[src/design/slfp_pkg.sv]
// ----------------------------------------------------------------------------
// slfp_pkg
// shared types and constants of the sync/length frame parser
// ----------------------------------------------------------------------------
package slfp_pkg;

    // largest payload the frame format allows
    localparam logic [12:0] MAX_PAYLOAD = 13'd4096;

    // reset values of the configuration registers
    localparam logic [7:0]  SYNC_RESET    = 8'h55;
    localparam logic [12:0] MAXLEN_RESET  = 13'd4096;

    // register index, taken from paddr bit 2
    localparam logic REG_SYNC   = 1'b0;
    localparam logic REG_MAXLEN = 1'b1;

    // configuration as seen by the parser
    typedef struct packed {
        logic [7:0]  sync_byte;
        logic [12:0] max_length;
    } t_cfg;

    // one result word
    typedef struct packed {
        logic [15:0] command;
        logic [12:0] frame_length;
        logic [11:0] offset;
        logic [7:0]  payload_byte;
        logic        has_data;
        logic        last;
    } t_result;

endpackage

[src/design/slfp_regs.sv]
// ----------------------------------------------------------------------------
// slfp_regs
// apb configuration registers: sync byte and maximum payload length
// ----------------------------------------------------------------------------
module slfp_regs (
    input  logic                 i_clk,
    input  logic                 i_rst_n,
    input  logic                 psel,
    input  logic                 penable,
    input  logic                 pwrite,
    input  logic [2:0]           paddr,
    input  logic [31:0]          pwdata,
    output logic [31:0]          prdata,
    output logic                 pready,
    output slfp_pkg::t_cfg       o_cfg
);
    import slfp_pkg::*;

    logic [7:0]  r_sync_byte;
    logic [12:0] r_max_length;
    logic        wr_en;

    // write strobe in the access phase
    assign wr_en  = psel & penable & pwrite;
    assign pready = 1'b1;

    // register writes
    always_ff @(posedge i_clk) begin
        if (!i_rst_n) begin
            r_sync_byte  <= SYNC_RESET;
            r_max_length <= MAXLEN_RESET;
        end else if (wr_en) begin
            unique case (paddr[2])
                REG_SYNC:   r_sync_byte  <= pwdata[7:0];
                REG_MAXLEN: r_max_length <= pwdata[12:0];
                default:    ;
            endcase
        end
    end

    // read-back mux
    always_comb begin
        unique case (paddr[2])
            REG_SYNC:   prdata = {24'd0, r_sync_byte};
            REG_MAXLEN: prdata = {19'd0, r_max_length};
            default:    prdata = 32'd0;
        endcase
    end

    assign o_cfg.sync_byte  = r_sync_byte;
    assign o_cfg.max_length = r_max_length;

endmodule

[src/design/slfp_parser.sv]
// ----------------------------------------------------------------------------
// slfp_parser
// header state machine and payload counter; one byte per step
// ----------------------------------------------------------------------------
module slfp_parser (
    input  logic                 i_clk,
    input  logic                 i_rst_n,
    input  logic                 i_step,
    input  logic [7:0]           i_byte,
    input  slfp_pkg::t_cfg       i_cfg,
    output logic                 o_res_valid,
    output slfp_pkg::t_result    o_res
);
    import slfp_pkg::*;

    typedef enum logic [2:0] {
        ST_HUNT1,
        ST_HUNT2,
        ST_CMD_HI,
        ST_CMD_LO,
        ST_LEN_HI,
        ST_LEN_LO,
        ST_PAYLOAD
    } t_state;

    t_state      r_state,   n_state;
    logic [15:0] r_command, n_command;
    logic [15:0] r_length,  n_length;
    logic [12:0] r_count,   n_count;

    logic [12:0] limit;
    logic [15:0] len_full;
    logic [12:0] count_inc;

    // effective length limit and assembled length
    assign limit     = (i_cfg.max_length < MAX_PAYLOAD) ? i_cfg.max_length : MAX_PAYLOAD;
    assign len_full  = {r_length[15:8], i_byte};
    assign count_inc = r_count + 13'd1;

    // next state and result
    always_comb begin
        n_state     = r_state;
        n_command   = r_command;
        n_length    = r_length;
        n_count     = r_count;
        o_res_valid = 1'b0;
        o_res.command      = r_command;
        o_res.frame_length = r_length[12:0];
        o_res.offset       = 12'd0;
        o_res.payload_byte = 8'd0;
        o_res.has_data     = 1'b0;
        o_res.last         = 1'b1;
        unique case (r_state)
            ST_HUNT1: begin
                if (i_byte == i_cfg.sync_byte) n_state = ST_HUNT2;
            end
            ST_HUNT2: begin
                if (i_byte == i_cfg.sync_byte) begin
                    n_state = ST_CMD_HI;
                    n_count = 13'd0;
                end else begin
                    n_state = ST_HUNT1;
                end
            end
            ST_CMD_HI: begin
                n_command = {i_byte, 8'd0};
                n_state   = ST_CMD_LO;
            end
            ST_CMD_LO: begin
                n_command = {r_command[15:8], i_byte};
                n_state   = ST_LEN_HI;
            end
            ST_LEN_HI: begin
                n_length = {i_byte, 8'd0};
                n_state  = ST_LEN_LO;
            end
            ST_LEN_LO: begin
                // oversize frames are dropped without a result
                if (len_full > {3'd0, limit}) begin
                    n_state   = ST_HUNT1;
                    n_command = 16'd0;
                    n_length  = 16'd0;
                    n_count   = 13'd0;
                end else begin
                    n_length = len_full;
                    n_state  = ST_PAYLOAD;
                end
            end
            ST_PAYLOAD: begin
                o_res_valid = 1'b1;
                if (r_length != 16'd0) begin
                    o_res.offset       = r_count[11:0];
                    o_res.payload_byte = i_byte;
                    o_res.has_data     = 1'b1;
                    o_res.last         = ({3'd0, count_inc} == r_length);
                    n_count            = count_inc;
                end
                // empty frame or final byte closes the frame
                if (o_res.last) begin
                    n_state   = ST_HUNT1;
                    n_command = 16'd0;
                    n_length  = 16'd0;
                    n_count   = 13'd0;
                end
            end
            default: begin
                n_state = ST_HUNT1;
            end
        endcase
    end

    // state and frame registers
    always_ff @(posedge i_clk) begin
        if (!i_rst_n) begin
            r_state   <= ST_HUNT1;
            r_command <= 16'd0;
            r_length  <= 16'd0;
            r_count   <= 13'd0;
        end else if (i_step) begin
            r_state   <= n_state;
            r_command <= n_command;
            r_length  <= n_length;
            r_count   <= n_count;
        end
    end

endmodule

[src/design/sync_length_frame_parser.sv]
// ----------------------------------------------------------------------------
// sync_length_frame_parser
// deframer for sync-headed, length-prefixed byte frames
// ----------------------------------------------------------------------------
// input channel (i_valid/o_ready) carries one received byte per word.
// the parser hunts for two sync bytes, reads a big-endian command and a
// big-endian length, then emits one output word per payload byte with the
// command, length, offset and a last flag. an empty frame consumes one
// more byte and emits a single marker word with has_data low.
// oversize frames are dropped without any output word.
// a byte taken into the input register is parsed by the combinational parse
// logic, and its output word is registered in the output register once that
// register is free. throughput: one byte per cycle while the output register
// is free, set by the input register feeding the combinational parse logic
// and the output register.
// when the receiver holds i_ready low the output register keeps its word;
// while both registers hold a word o_ready falls in the same cycle, and an
// empty input register still takes one byte before o_ready falls.
// reset (synchronous, i_rst_n low) empties both registers, returns the
// parser to hunting and loads sync byte 0x55 and max length 4096.
// configuration is by apb: sync byte at 0x0, max length at 0x4.
// ----------------------------------------------------------------------------
module sync_length_frame_parser (
    input  logic        i_clk,
    input  logic        i_rst_n,
    // input channel
    input  logic        i_valid,
    output logic        o_ready,
    input  logic [7:0]  i_rx_byte,
    // output channel
    output logic        o_valid,
    input  logic        i_ready,
    output logic [15:0] o_command,
    output logic [12:0] o_frame_length,
    output logic [11:0] o_offset,
    output logic [7:0]  o_payload_byte,
    output logic        o_has_data,
    output logic        o_last,
    // configuration port
    input  logic        psel,
    input  logic        penable,
    input  logic        pwrite,
    input  logic [2:0]  paddr,
    input  logic [31:0] pwdata,
    output logic [31:0] prdata,
    output logic        pready
);
    import slfp_pkg::*;

    t_cfg        cfg;
    logic        r_in_valid;
    logic [7:0]  r_in_byte;
    logic        r_out_valid;
    t_result     r_out;
    logic        out_free;
    logic        advance;
    logic        res_valid;
    t_result     res;

    // configuration registers
    slfp_regs u_regs (
        .i_clk   (i_clk),
        .i_rst_n (i_rst_n),
        .psel    (psel),
        .penable (penable),
        .pwrite  (pwrite),
        .paddr   (paddr),
        .pwdata  (pwdata),
        .prdata  (prdata),
        .pready  (pready),
        .o_cfg   (cfg)
    );

    // pipeline control
    assign out_free = ~r_out_valid | i_ready;
    assign advance  = r_in_valid & out_free;
    assign o_ready  = ~r_in_valid | advance;

    // input register
    always_ff @(posedge i_clk) begin
        if (!i_rst_n) begin
            r_in_valid <= 1'b0;
        end else if (o_ready) begin
            r_in_valid <= i_valid;
        end
    end

    always_ff @(posedge i_clk) begin
        if (o_ready & i_valid) begin
            r_in_byte <= i_rx_byte;
        end
    end

    // parse logic
    slfp_parser u_parser (
        .i_clk       (i_clk),
        .i_rst_n     (i_rst_n),
        .i_step      (advance),
        .i_byte      (r_in_byte),
        .i_cfg       (cfg),
        .o_res_valid (res_valid),
        .o_res       (res)
    );

    // output register
    always_ff @(posedge i_clk) begin
        if (!i_rst_n) begin
            r_out_valid <= 1'b0;
        end else if (out_free) begin
            r_out_valid <= advance & res_valid;
        end
    end

    always_ff @(posedge i_clk) begin
        if (advance & res_valid) begin
            r_out <= res;
        end
    end

    assign o_valid        = r_out_valid;
    assign o_command      = r_out.command;
    assign o_frame_length = r_out.frame_length;
    assign o_offset       = r_out.offset;
    assign o_payload_byte = r_out.payload_byte;
    assign o_has_data     = r_out.has_data;
    assign o_last         = r_out.last;

endmodule

[config.mk]
export PLATFORM = sky130hd
export DESIGN_NAME = sync_length_frame_parser
export DESIGN_NICKNAME = d
export VERILOG_FILES = /design/src/design/slfp_pkg.sv /design/src/design/slfp_regs.sv /design/src/design/slfp_parser.sv /design/src/design/sync_length_frame_parser.sv
export SDC_FILE = /design/constraint.sdc
export NUM_CORES = 1
export LEC_CHECK = 0
export ABC_AREA = 1
export BUFFER_PORTS_ARGS = -buffer_cell sky130_fd_sc_hd__buf_4
export CAP_MARGIN = 20
export CELL_PAD_IN_SITES_DETAIL_PLACEMENT = 0
export CELL_PAD_IN_SITES_GLOBAL_PLACEMENT = 1
export CORE_ASPECT_RATIO = 0.75
export CORE_MARGIN = 2
export CORE_UTILIZATION = 39
export DETAILED_ROUTE_END_ITERATION = 6
export PLACE_DENSITY = 0.76
export SLEW_MARGIN = 10
export SYNTH_ARGS = -nofsm -noshare
export SYNTH_HDL_FRONTEND = slang
export SYNTH_HIERARCHICAL = 1
export SYNTH_SLANG_ARGS = --single-unit
export TNS_END_PERCENT = 1
[constraint.sdc]
create_clock -name i_clk -period 7.6 [get_ports i_clk]
set_input_delay 0 -clock i_clk [delete_from_list [all_inputs] [get_ports i_clk]]
set_output_delay 0 -clock i_clk [all_outputs]
set_load 0.02 [all_outputs]
Word-level counts from Yosys, hierarchy flattened:

Index checks and enable logic that the tools add are counted.

* add/sub/neg operators: 1
* order comparisons: 2
* eq/ne operators: 13
* multiplexer cells: 20
* bitwise logic cells: 11
* reductions and logical operators: 14

Operator list (count)
* $mux 13: 5
* $pmux 16 s4: 1
* $pmux 32 s2: 1
* $mux 16: 3
* $pmux 16 s3: 1
* $mux 22: 2
* $pmux 13 s3: 1
* $pmux 3 s7: 1
* $eq 13x16->1: 1
* $gt 16x13->1: 1
* $reduce_bool 16->1: 1
* $add 13x1->13 const B: 1
* $lt 13x13->1 const B: 1
* $reduce_and 5->1: 2
* $eq 3x3->1 const B: 3
* $mux 3: 3
* $reduce_bool 3->1: 3
* $eq 8x8->1: 1
* $ne 2x1->1 const B: 4
* $reduce_and 4->1: 2
* $eq 3x2->1 const B: 2
* $reduce_and 3->1: 2
* $and 1x1->1: 5
* $not 1->1: 4
* 8 further kinds: 10

* flip-flop bits (word level): 130
* output and inout bits: 86
* word-level logic and storage cells: 78

Depth between registers and ports, before layout:

Gate-level depths: netlist of run 1.

* depth in word-level cells: 6
* depth in mapped cells: 18

Hierarchy:

The synthesis of run 1 kept the hierarchy.

Modules (own cells, without submodules)
* slfp_parser: instances 1, cells an instance 622, area each 3709.8 um2, sequential area each 960.9 um2
* sync_length_frame_parser: instances 1, cells an instance 76, area each 1879.3 um2, sequential area each 1811.7 um2
* slfp_regs: instances 1, cells an instance 184, area each 1211.2 um2, sequential area each 420.4 um2

Least setup slack after synthesis of run 1:

No wires, ideal clock.

* path kind: register -> register
* start: register u_parser.r_state[1]
* end: register r_out, in the netlist o_command[0], enable pin
* library setup time: 523 ps
* data arrival time: 4279 ps
* required time: 7077 ps
* slack: 2799 ps
* stages on the path, launching flop included: 7
* buffers on the path: 0
* period minus slack after synthesis: 4801 ps
* cells stage by stage: dfxtp_1 > inv_2 > nor2_1 > inv_1 > nor2_1 > inv_1 > nor3_1

* cells in the longest elaborated chain, start to end: 3

RTL lines
* from (decl): line slfp_parser.sv:26 `t_state r_state, n_state;`
* from (signal assigned): line slfp_parser.sv:120 `r_state <= n_state;`
* $eq 3x3->1: line slfp_parser.sv:53 `unique case (r_state)`
* $mux 1: line slfp_parser.sv:53
* via res_valid: line sync_length_frame_parser.sv:57 `logic res_valid;`
* $and 1x1->1: line sync_length_frame_parser.sv:115 `if (advance & res_valid) begin`
* to (signal assigned): line sync_length_frame_parser.sv:116 `r_out <= res;`
* to (decl): line sync_length_frame_parser.sv:54 `t_result r_out;`

The timed path passes the listed nets, and every way through them passes these cells.
A chain may end at the register's enable or synchronous reset.

Worst setup path after layout of run 1:

* start: register u_regs.r_max_length[12]
* end: register u_parser.r_count[6]

* cells in the longest elaborated chain, start to end: 5

RTL lines
* from (decl): line slfp_regs.sv:20 `logic [12:0] r_max_length;`
* from (signal assigned): line slfp_regs.sv:35 `REG_MAXLEN: r_max_length <= pwdata[12:0];`
* $lt 13x13->1: line slfp_parser.sv:36 `assign limit = (i_cfg.max_length < MAX_PAYLOAD) ? i_cfg.max_length : MAX_PAYLOAD;`
* $mux 13 (*): line slfp_parser.sv:36
* $gt 16x13->1 (*): line slfp_parser.sv:79 `if (len_full > {3'd0, limit}) begin`
* $ne 2x1->1 (no line) (*)
* $reduce_and 5->1 (no line) (*)
* to (signal assigned): line slfp_parser.sv:123 `r_count <= n_count;`
* to (decl): line slfp_parser.sv:29 `logic [12:0] r_count, n_count;`

Mark *: on every way between the ends. The rest lies on a longest branch, timed or not.

==> impl_metrics.ini, run 1 <==
[final_layout]
final_common_cell = nand2_1
area_growth_pct = 21.0
final_cell_mix = nand2_1 (266), inv_1 (121), nor2_1 (119)
final_cell_area_um2 = 8230
nets = 1044
num_antenna_cells = 0
drive_gt1_frac = 0.165
final_core_util = 0.486
final_cells = 1207
fill_cells = 1713

[placed_design]
dpl-instance-area_um2 = 7450
dp_slack_ns = 3.96
port_buffers = 94
gp_congestion = 0.875
dp_hpwl_um = 11300
dp_cells = 1152

[setup_path]
required_ns = 7.94
critPathMaxFanout = 14
path_class = reg2reg
critPathArrivalTime_ns = 3.99
setup.worst_path.start_class = flop
reg2reg_depth = 15
worstSetupEndpointType = flop

[synth]
synth_edf_count = 59
async_reset_ff_frac = 0
syn_avg_cell_area_um2 = 7.71
synth_top_family_by_area = simple AND/OR/NAND/NOR gates
yosysSeqAreaShare = 0.470
synthAdderAreaFrac = 0.0258
synthXorXnorAreaFrac = 0.0151
synth_top_area_share = 0.261
synthMuxAreaShare = 0
netlist_area_um2 = 6800
ys_ff_latch = 130
synth_area_leaders = edfxtp_1 (26%), dfxtp_1 (21%), nand2_1 (15%)
yosysTopAreaCell = edfxtp_1
synth_top_flop_cell = dfxtp_1
ys_types = 39
synth-simple-area-share = 0.329
synth_compound_area_frac = 0.0274
synth_warnings = 6
synthCells = 882

[min_path]
hold_depth = 4
worstHoldPathType = in2reg

[power]
power.leakage_nw = 3.73
p_per_area_nw_per_um2 = 192
vdd_drop_max_mv = 0.129
finalPower_mw = 1.58

[global_route]
grt_pass1_vias = 5311
grt_overflow_total = 0
grt.total_usage = 0.190
antenna_found_initial = 0
grt_util_met2 = 0.278
top_usage_layer = met1
use_met3 = 0.0433
grt_max_degree = 59
grtUsageMet1 = 0.281
grt_pass1_wl_um = 27400

[timing]
layout_min_cycle_time_ns = 3.65
rsz0062_at_grt = false
finalSetupViolCount = 0
tightestPinTransition_ns = 0.795
fin_ws_ns = 3.95
whs_ns = 0.0320
fin_crit_sh = 0.480
drv_slew = 0
tns_ns = 0
slew_headroom = 0.468
skew_ns = 0.00765
fmax_mhz = 274
hold_viol_final = 0

[clocking]
cts_made_buffers = 17
cts_sinks = 130
cts_max_level = 4
cts_root_buffer = clkbuf_16
cts_tree = yes
path_clk_slew_ns = 0.06
insertion_delay_ns = 0.42
cts_resized = 0
clockBufferDepth = 2
cts_setup_buffers = 0

[detailed_routing]
dr.pass1.iters = 5
vias_per_cell = 4.66
drt.antenna.violating_nets = 0
drt_iter0_drc = 378
via_count = 5629
route.detailed.drc = 0
wl_per_cell_um = 13.7
drt-total-wl_um = 16500

[floorplan]
dieArea_um2 = 18500
core_um2 = 16900
io_pins = 136
dieHeight_um = 118
floorplan.rows = 41
die_w_um = 156
start_util = 0.402

[outcome]
status = complete, no violations

[flow_run]
drv_cap = 0
## cell families after synthesis
logic type / after synthesis
XOR/XNOR: 10
AND/OR/NAND/NOR: 508
AO/OA/AOI/OAI: 30
flip-flops: 130
adder cells (fa/ha/maj): 14
other: 2
buffers and inverters: 188
## flip-flops by register name (all words and copies together) (netlist names)
register             flops
r_in_valid               1
r_in_byte                8
o_has_data               1
u_parser/r_state         3
u_parser/r_count        13
o_offset                12
o_command               16
u_regs/r_sync_byte       8
o_valid                  1
u_parser/r_length       16
u_parser/r_command      16
o_frame_length          13
o_payload_byte           8
o_last                   1
u_regs/r_max_length     13
## power breakdown
part | internal (mW) | switching, mW | total (mW)
Clock | 0.437 | 0.303 | 0.739
Sequential | 0.734 | 0.0121 | 0.746
Combinational | 0.0383 | 0.0580 | 0.0964
Total | 1.21 | 0.373 | 1.58
## timing repair
item / 4_1_cts / 5_1_grt
endpoints found under the hold margin: 31 / 0
endpoints found under the setup margin: 0 / 0
hold buffers: 24 / 0
## cell usage after synthesis (3+ instances only)
master	instances
a21oi_1	18
buf_1	7
buf_2	4
buf_4	37
buf_6	5
clkbuf_1	6
dfxtp_1	71
edfxtp_1	59
ha_1	14
inv_1	121
inv_2	6
nand2_1	266
nand2_2	3
nand3_1	53
nand3_2	4
nand4_1	36
nor2_1	120
nor2_2	8
nor2_4	3
nor3_1	4
nor3_2	3
o21ai_0	5
xnor2_1	5
xor2_1	4
## final cells by class
class	instances	area (µm²)	share of cell area
clock inverters	10	61.3	0.00745
flip-flops and latches	130	3190	0.388
inverters	128	483	0.0587
well taps	215	269	0.0327
repair buffers	121	968	0.118
clock buffers	21	470	0.0572
multi-input cells	582	2780	0.338
## final timing paths
check,from,endpoint,slack [ns]
hold reg to reg,u_parser/r_command[12],o_command[12],0.43
setup reg to reg,u_regs/r_max_length[12],u_parser/r_count[6],3.95
setup / recovery,u_regs/r_max_length[12],u_parser/r_count[6],3.95
hold / removal,penable,u_regs/r_max_length[12],0.03
## per-layer routing
metal  wire [µm]  vias to the layer above  share of wire
met2        7010                      137           0.42
met4         108                        0         0.0065
met5           0                        -              0
met3         783                        8          0.047
li1            -                     2911              -
met1        8630                     2573           0.52
## critical path, stage by stage, from the launching register on
cell,delay [ns]
dfxtp_1,0.36
inv_1,0.30
nand2_1,0.11
ha_1,0.31
nand2_1,0.09
o21ai_0,0.19
nand2_1,0.07
nand2_1,0.06
nor2_1,0.05
nand2_1,0.06
nand2_1,0.27
nand2_1,0.27
nand3_1,0.61
nor2_4,0.57
nand2_1,0.11
a21oi_1,0.13
Note: power is estimated with default switching activity, not from simulation.
==> inputs of run 2 (changes only) <==
--- a/config.mk
+++ b/config.mk
@@ -5,7 +5,7 @@
 export SDC_FILE = /design/constraint.sdc
 export NUM_CORES = 1
 export LEC_CHECK = 0
-export ABC_AREA = 1
+export ABC_AREA = 0
 export BUFFER_PORTS_ARGS = -buffer_cell sky130_fd_sc_hd__buf_4
 export CAP_MARGIN = 20
 export CELL_PAD_IN_SITES_DETAIL_PLACEMENT = 0
@@ -14,7 +14,7 @@
 export CORE_MARGIN = 2
 export CORE_UTILIZATION = 39
 export DETAILED_ROUTE_END_ITERATION = 6
-export PLACE_DENSITY = 0.76
+export PLACE_DENSITY = 0.73
 export SLEW_MARGIN = 10
 export SYNTH_ARGS = -nofsm -noshare
 export SYNTH_HDL_FRONTEND = slang
==> constraint.sdc (replaced) <==
create_clock -name i_clk -period 3.8 [get_ports i_clk]
set_input_delay 0 -clock i_clk [delete_from_list [all_inputs] [get_ports i_clk]]
set_output_delay 0 -clock i_clk [all_outputs]
set_load 0.02 [all_outputs]
==> run 2 against run 1 <==
Count of clock-buffer cells in the layout fell by 1. Power rose by 110%. Cell count fell by 22%. Flip-flop and latch count did not move. Die area fell by 4.9%. Register-to-register slack got worse by 3.5 ns. Core utilization rose by 0.71 points. Sequential power rose by 98%. Clock skew barely moved. Setup slack got worse by 3.5 ns.
==> impl_metrics.ini, run 2 <==
[outcome]
status = complete, no violations

[synth]
synth-simple-area-share = 0.192
synthMuxAreaShare = 0.105
synth_compound_area_frac = 0.0682
synthAdderAreaFrac = 0.0271
synth_top_family_by_area = simple AND/OR/NAND/NOR gates
synth_area_leaders = edfxtp_1 (27%), dfxtp_1 (22%), mux2i_1 (9.2%)
netlist_area_um2 = 6450
yosysSeqAreaShare = 0.495
synth_most_common_cell = nand2_1
synth_common_cells = nand2_1 (91), dfxtp_1 (71), edfxtp_1 (59), mux2i_1 (59), nand3_1 (43)
ys_types = 61
synth_warnings = 6
synth_top_area_share = 0.275
synthCells = 623
ys_ff_latch = 130
async_reset_ff_frac = 0
synthXorXnorAreaFrac = 0.0339
synth_top_flop_cell = dfxtp_1
synth_edf_count = 59
yosysTopAreaCell = edfxtp_1
syn_avg_cell_area_um2 = 10.4

[detailed_routing]
drt_iter0_drc = 355
routed.top_layer = met4
wl_met3_um = 991
via_count = 4779
wl_met1_um = 7000
wl_per_cell_um = 15.9
dr.pass1.iters = 5
wl_met2_um = 6750
vias_per_cell = 5.11
drt-total-wl_um = 14900
drt.antenna.violating_nets = 0
route.detailed.drc = 0

[setup_path]
worstSetupEndpointType = flop
path_class = reg2reg
setup.worst_path.start_class = flop
reg2reg_depth = 10
required_ns = 4.13
critPathMaxFanout = 12
critPathArrivalTime_ns = 3.68

[timing]
drv_slew = 0
hold_viol_final = 0
fin_crit_sh = 0.882
layout_min_cycle_time_ns = 3.35
skew_ns = 0.00799
slew_headroom = 0.369
finalSetupViolCount = 0
rsz0062_at_grt = false
fmax_mhz = 298
tightestPinTransition_ns = 0.945
tns_ns = 0
fin_ws_ns = 0.448

[floorplan]
floorplan.rows = 40
dieArea_um2 = 17600
start_util = 0.400
dieHeight_um = 115
die_w_um = 153
io_pins = 136
core_um2 = 16100

[clocking]
hold_buffers = 24
cts_setup_buffers = 0
cts_root_buffer = clkbuf_16
cts_max_level = 4
cts_tree = yes
cts_resized = 0
clockBufferDepth = 2
cts_sinks = 130
insertion_delay_ns = 0.42
path_clk_slew_ns = 0.06
cts_made_buffers = 17

[final_layout]
area_growth_pct = 23.1
final_common_cell = buf_4
multi_input_area_um2 = 2840
nets = 777
final-seq-area_um2 = 3190
num_antenna_cells = 0
final_cell_mix = buf_4 (101), nand2_1 (91), dfxtp_1 (71)
fill_cells = 1482
drive_gt1_frac = 0.205

[min_path]
hold_depth = 3
worstHoldPathType = in2reg

[global_route]
grt_overflow_total = 0
grt_max_degree = 65
antenna_found_initial = 0
grt_pass1_wl_um = 23900
grt_pass1_vias = 4529
grt.total_usage = 0.174

[placed_design]
gp_congestion = 0.840
dp_slack_ns = 0.483
port_buffers = 94
dp_hpwl_um = 10400

[power]
power.leakage_nw = 3.11
vdd_drop_max_mv = 0.300
p_per_area_nw_per_um2 = 415

[flow_run]
drv_cap = 0
## run 2: report_power, final
| part | leakage, nW | internal (mW) | switching, mW |
|---|---|---|---|
| registers | 1.11 | 1.46 | 0.0200 |
| logic | 1.73 | 0.0700 | 0.0880 |
| clock network | 0.277 | 1.05 | 0.605 |
| total | 3.11 | 2.58 | 0.713 |
## run 2: final timing paths
| check | slack [ns] | start | end |
|---|---|---|---|
| max | 0.45 | u_parser/r_count[0] | u_parser/r_command[15] |
| min | 0.11 | pwrite | u_regs/r_sync_byte[7] |
| max reg2reg | 0.45 | u_parser/r_count[0] | u_parser/r_command[15] |
| min reg2reg | 0.43 | u_parser/r_command[2] | o_command[2] |
## run 2: per-layer routing
metal / vias up / global-route usage
met5: - / 0
met4: 0 / 0.0543
met3: 17 / 0.0464
met2: 163 / 0.269
met1: 2262 / 0.242
li1: 2337 / -
## run 2: stage by stage
| step | total power [mW] | hold WS, ns | area (µm²) | instances | util |
|---|---|---|---|---|---|
| 3_3_place_gp | 1.65 | 0.181 | 7100 | 880 | 0.441 |
| 2_1_floorplan | 1.61 | 0.0989 | 6520 | 641 | - |
| 3_5_place_dp | 1.65 | 0.180 | 7100 | 880 | 0.441 |
| 6_report | 3.30 | 0.112 | 7950 | 936 | 0.493 |
| 4_1_cts | 3.33 | 0.0877 | 7950 | 936 | 0.493 |
| 5_1_grt | 3.40 | 0.111 | 7950 | 936 | 0.493 |
## run 2: logic make-up (layout without fill, tap and decap cells)
group / after synthesis / count (layout)
AOI/OAI and AO/OA: 61 / 61
xor gates and xnor gates: 25 / 25
adders and majority gates: 14 / 14
buffers and inverters: 85 / 170
DFF: 130 / 130
muxes: 67 / 67
other: 2 / 20
and+or+nand+nor: 239 / 239
## run 2: layout make-up
class	count	share of cell area
repair buffers	125	0.126
flip-flops and latches	130	0.402
well taps	210	0.0331
multi-input cells	426	0.357
clock inverters	12	0.0198
inverters	13	0.00614
clock buffers	20	0.0562
## run 2: critical path, stage by stage, from the launching register on
cell	delay, ns
dfxtp_1	0.47
ha_1	0.34
or3b_1	0.40
and4_1	0.22
a311oi_1	0.37
o32ai_1	0.13
o41a_1	0.45
buf_4	0.20
inv_2	0.13
nand3_2	0.27
mux2i_1	0.29
==> inputs of run 3 (changes only) <==
==> constraint.sdc (replaced) <==
create_clock -name i_clk -period 4.2 [get_ports i_clk]
set_input_delay 0 -clock i_clk [delete_from_list [all_inputs] [get_ports i_clk]]
set_output_delay 0 -clock i_clk [all_outputs]
set_load 0.02 [all_outputs]
==> run 3 against run 2 <==
Clock power is 7% lower. Largest cell class unchanged. First-iteration DRC count decreased by 0.56%. Count of clock-buffer cells in the layout is 1 higher. Critical endpoint is now u_parser/r_length[11]. Clock skew is 0.0070 ns higher.
==> impl_metrics.ini, run 3 (synthesis gave the netlist of run 2 again) <==
[outcome]
status = complete, no violations

[power]
p_per_area_nw_per_um2 = 380
vdd_drop_max_mv = 0.301
power.leakage_nw = 3.13

[clocking]
cts_root_buffer = clkbuf_16
cts_max_level = 4
clockBufferDepth = 2
path_clk_slew_ns = 0.06
cts_made_buffers = 17
cts_sinks = 130
insertion_delay_ns = 0.43
cts_tree = yes

[floorplan]
floorplan.rows = 40
die_w_um = 153
dieArea_um2 = 17600
dieHeight_um = 115
io_pins = 136
start_util = 0.400
core_um2 = 16100

[global_route]
grt_pass1_wl_um = 24400
grt_pass1_vias = 4564
antenna_found_initial = 0
grt.total_usage = 0.178
grt_max_degree = 65
grt_overflow_total = 0

[placed_design]
port_buffers = 94
dp_cells = 879
dpl-instance-area_um2 = 7090
dp_hpwl_um = 10500
gp_congestion = 0.861

[detailed_routing]
drt.antenna.violating_nets = 0
wl_per_cell_um = 16.6
vias_per_cell = 5.11
route.detailed.drc = 0
dr.pass1.iters = 5
via_count = 4787
drt-total-wl_um = 15500
drt_iter0_drc = 353

[timing]
drv_slew = 0
fin_crit_sh = 0.869
skew_ns = 0.0150
hold_viol_final = 0
tns_ns = 0
slew_headroom = 0.362
tightestPinTransition_ns = 0.956
finalSetupViolCount = 0
fmax_mhz = 274
layout_min_cycle_time_ns = 3.65
rsz0062_at_grt = false

[setup_path]
required_ns = 4.54
slowest_delay_ns = 0.77
cp_slowest_cell = o41a_1
path_class = reg2reg
r2r-start = u_parser/r_count[0]
critPathArrivalTime_ns = 3.99
worstSetupEndpointType = flop
critPathMaxFanout = 19
setup.worst_path.start_class = flop
crit_start = u_parser/r_count[0]
path_cells = ha_1 > or3b_1 > and4b_4 > a2111oi_4 > o32ai_1 > o41a_1 > nor3_4 > mux2i_1

[final_layout]
nets = 777
multi_input_area_um2 = 2840
final-seq-area_um2 = 3190
final_cell_mix = buf_4 (100), nand2_1 (91), dfxtp_1 (71)
fill_cells = 1479
area_growth_pct = 23.5
drive_gt1_frac = 0.207
num_antenna_cells = 0
final_cells = 936
final_common_cell = buf_4
final_cell_area_um2 = 7970

[flow_run]
drv_cap = 0

[min_path]
worstHoldPathType = in2reg
min_from = pwrite
-- run 3: stage by stage --
| stage | power (mW) | hold slack, ns | utilization | worst slack (ns) |
|---|---|---|---|---|
| floorplan | 1.46 | 0.0989 | - | 0.772 |
| CTS | 3.04 | 0.0821 | 0.493 | 0.625 |
| detailed placement | 1.49 | 0.181 | 0.440 | 0.653 |
| global placement | 1.49 | 0.183 | 0.440 | 0.771 |
| finish | 3.03 | 0.0934 | 0.494 | 0.550 |
| global route | 3.12 | 0.104 | 0.494 | 0.399 |
-- run 3: where the power goes --
group | internal (mW) | switching [mW]
clock network | 0.968 | 0.573
logic | 0.0633 | 0.0800
registers | 1.32 | 0.0181
-- run 3: timing repair --
item | CTS | global route
hold buffers | 24 | 0
hold endpoints to repair | 31 | 0
gates resized for setup | 0 | 0
buffers inserted | 0 | 0
-- run 3: worst max-delay path, delay by kind of cell (launching register included) --
kind            cells  cell delay, ns
simple gates        3            1.23
compound gates      3            1.27
fa+ha+maj           1            0.34
mux                 1            0.27
flops               1            0.45
-- run 3: per-layer routing --
metal,GRT usage,share of wire
met2,0.272,0.45
met4,0.0593,0.011
met5,0,0
met1,0.247,0.48
met3,0.0482,0.059
-- run 3: path summary, 6_finish.rpt --
kind,depth (start not counted),to,slack (ns)
min,3,u_regs/r_sync_byte[3],0.09
min reg2reg,0,o_command[5],0.43
max,8,u_parser/r_length[11],0.55
max reg2reg,8,u_parser/r_length[11],0.55
-- run 3: final cells by class --
class | instances | area share
inverters | 13 | 0.00612
multi-input cells | 426 | 0.356
repair buffers | 125 | 0.127
well taps | 210 | 0.0330
clock buffers | 21 | 0.0578
clock inverters | 11 | 0.0192
flip-flops and latches | 130 | 0.401
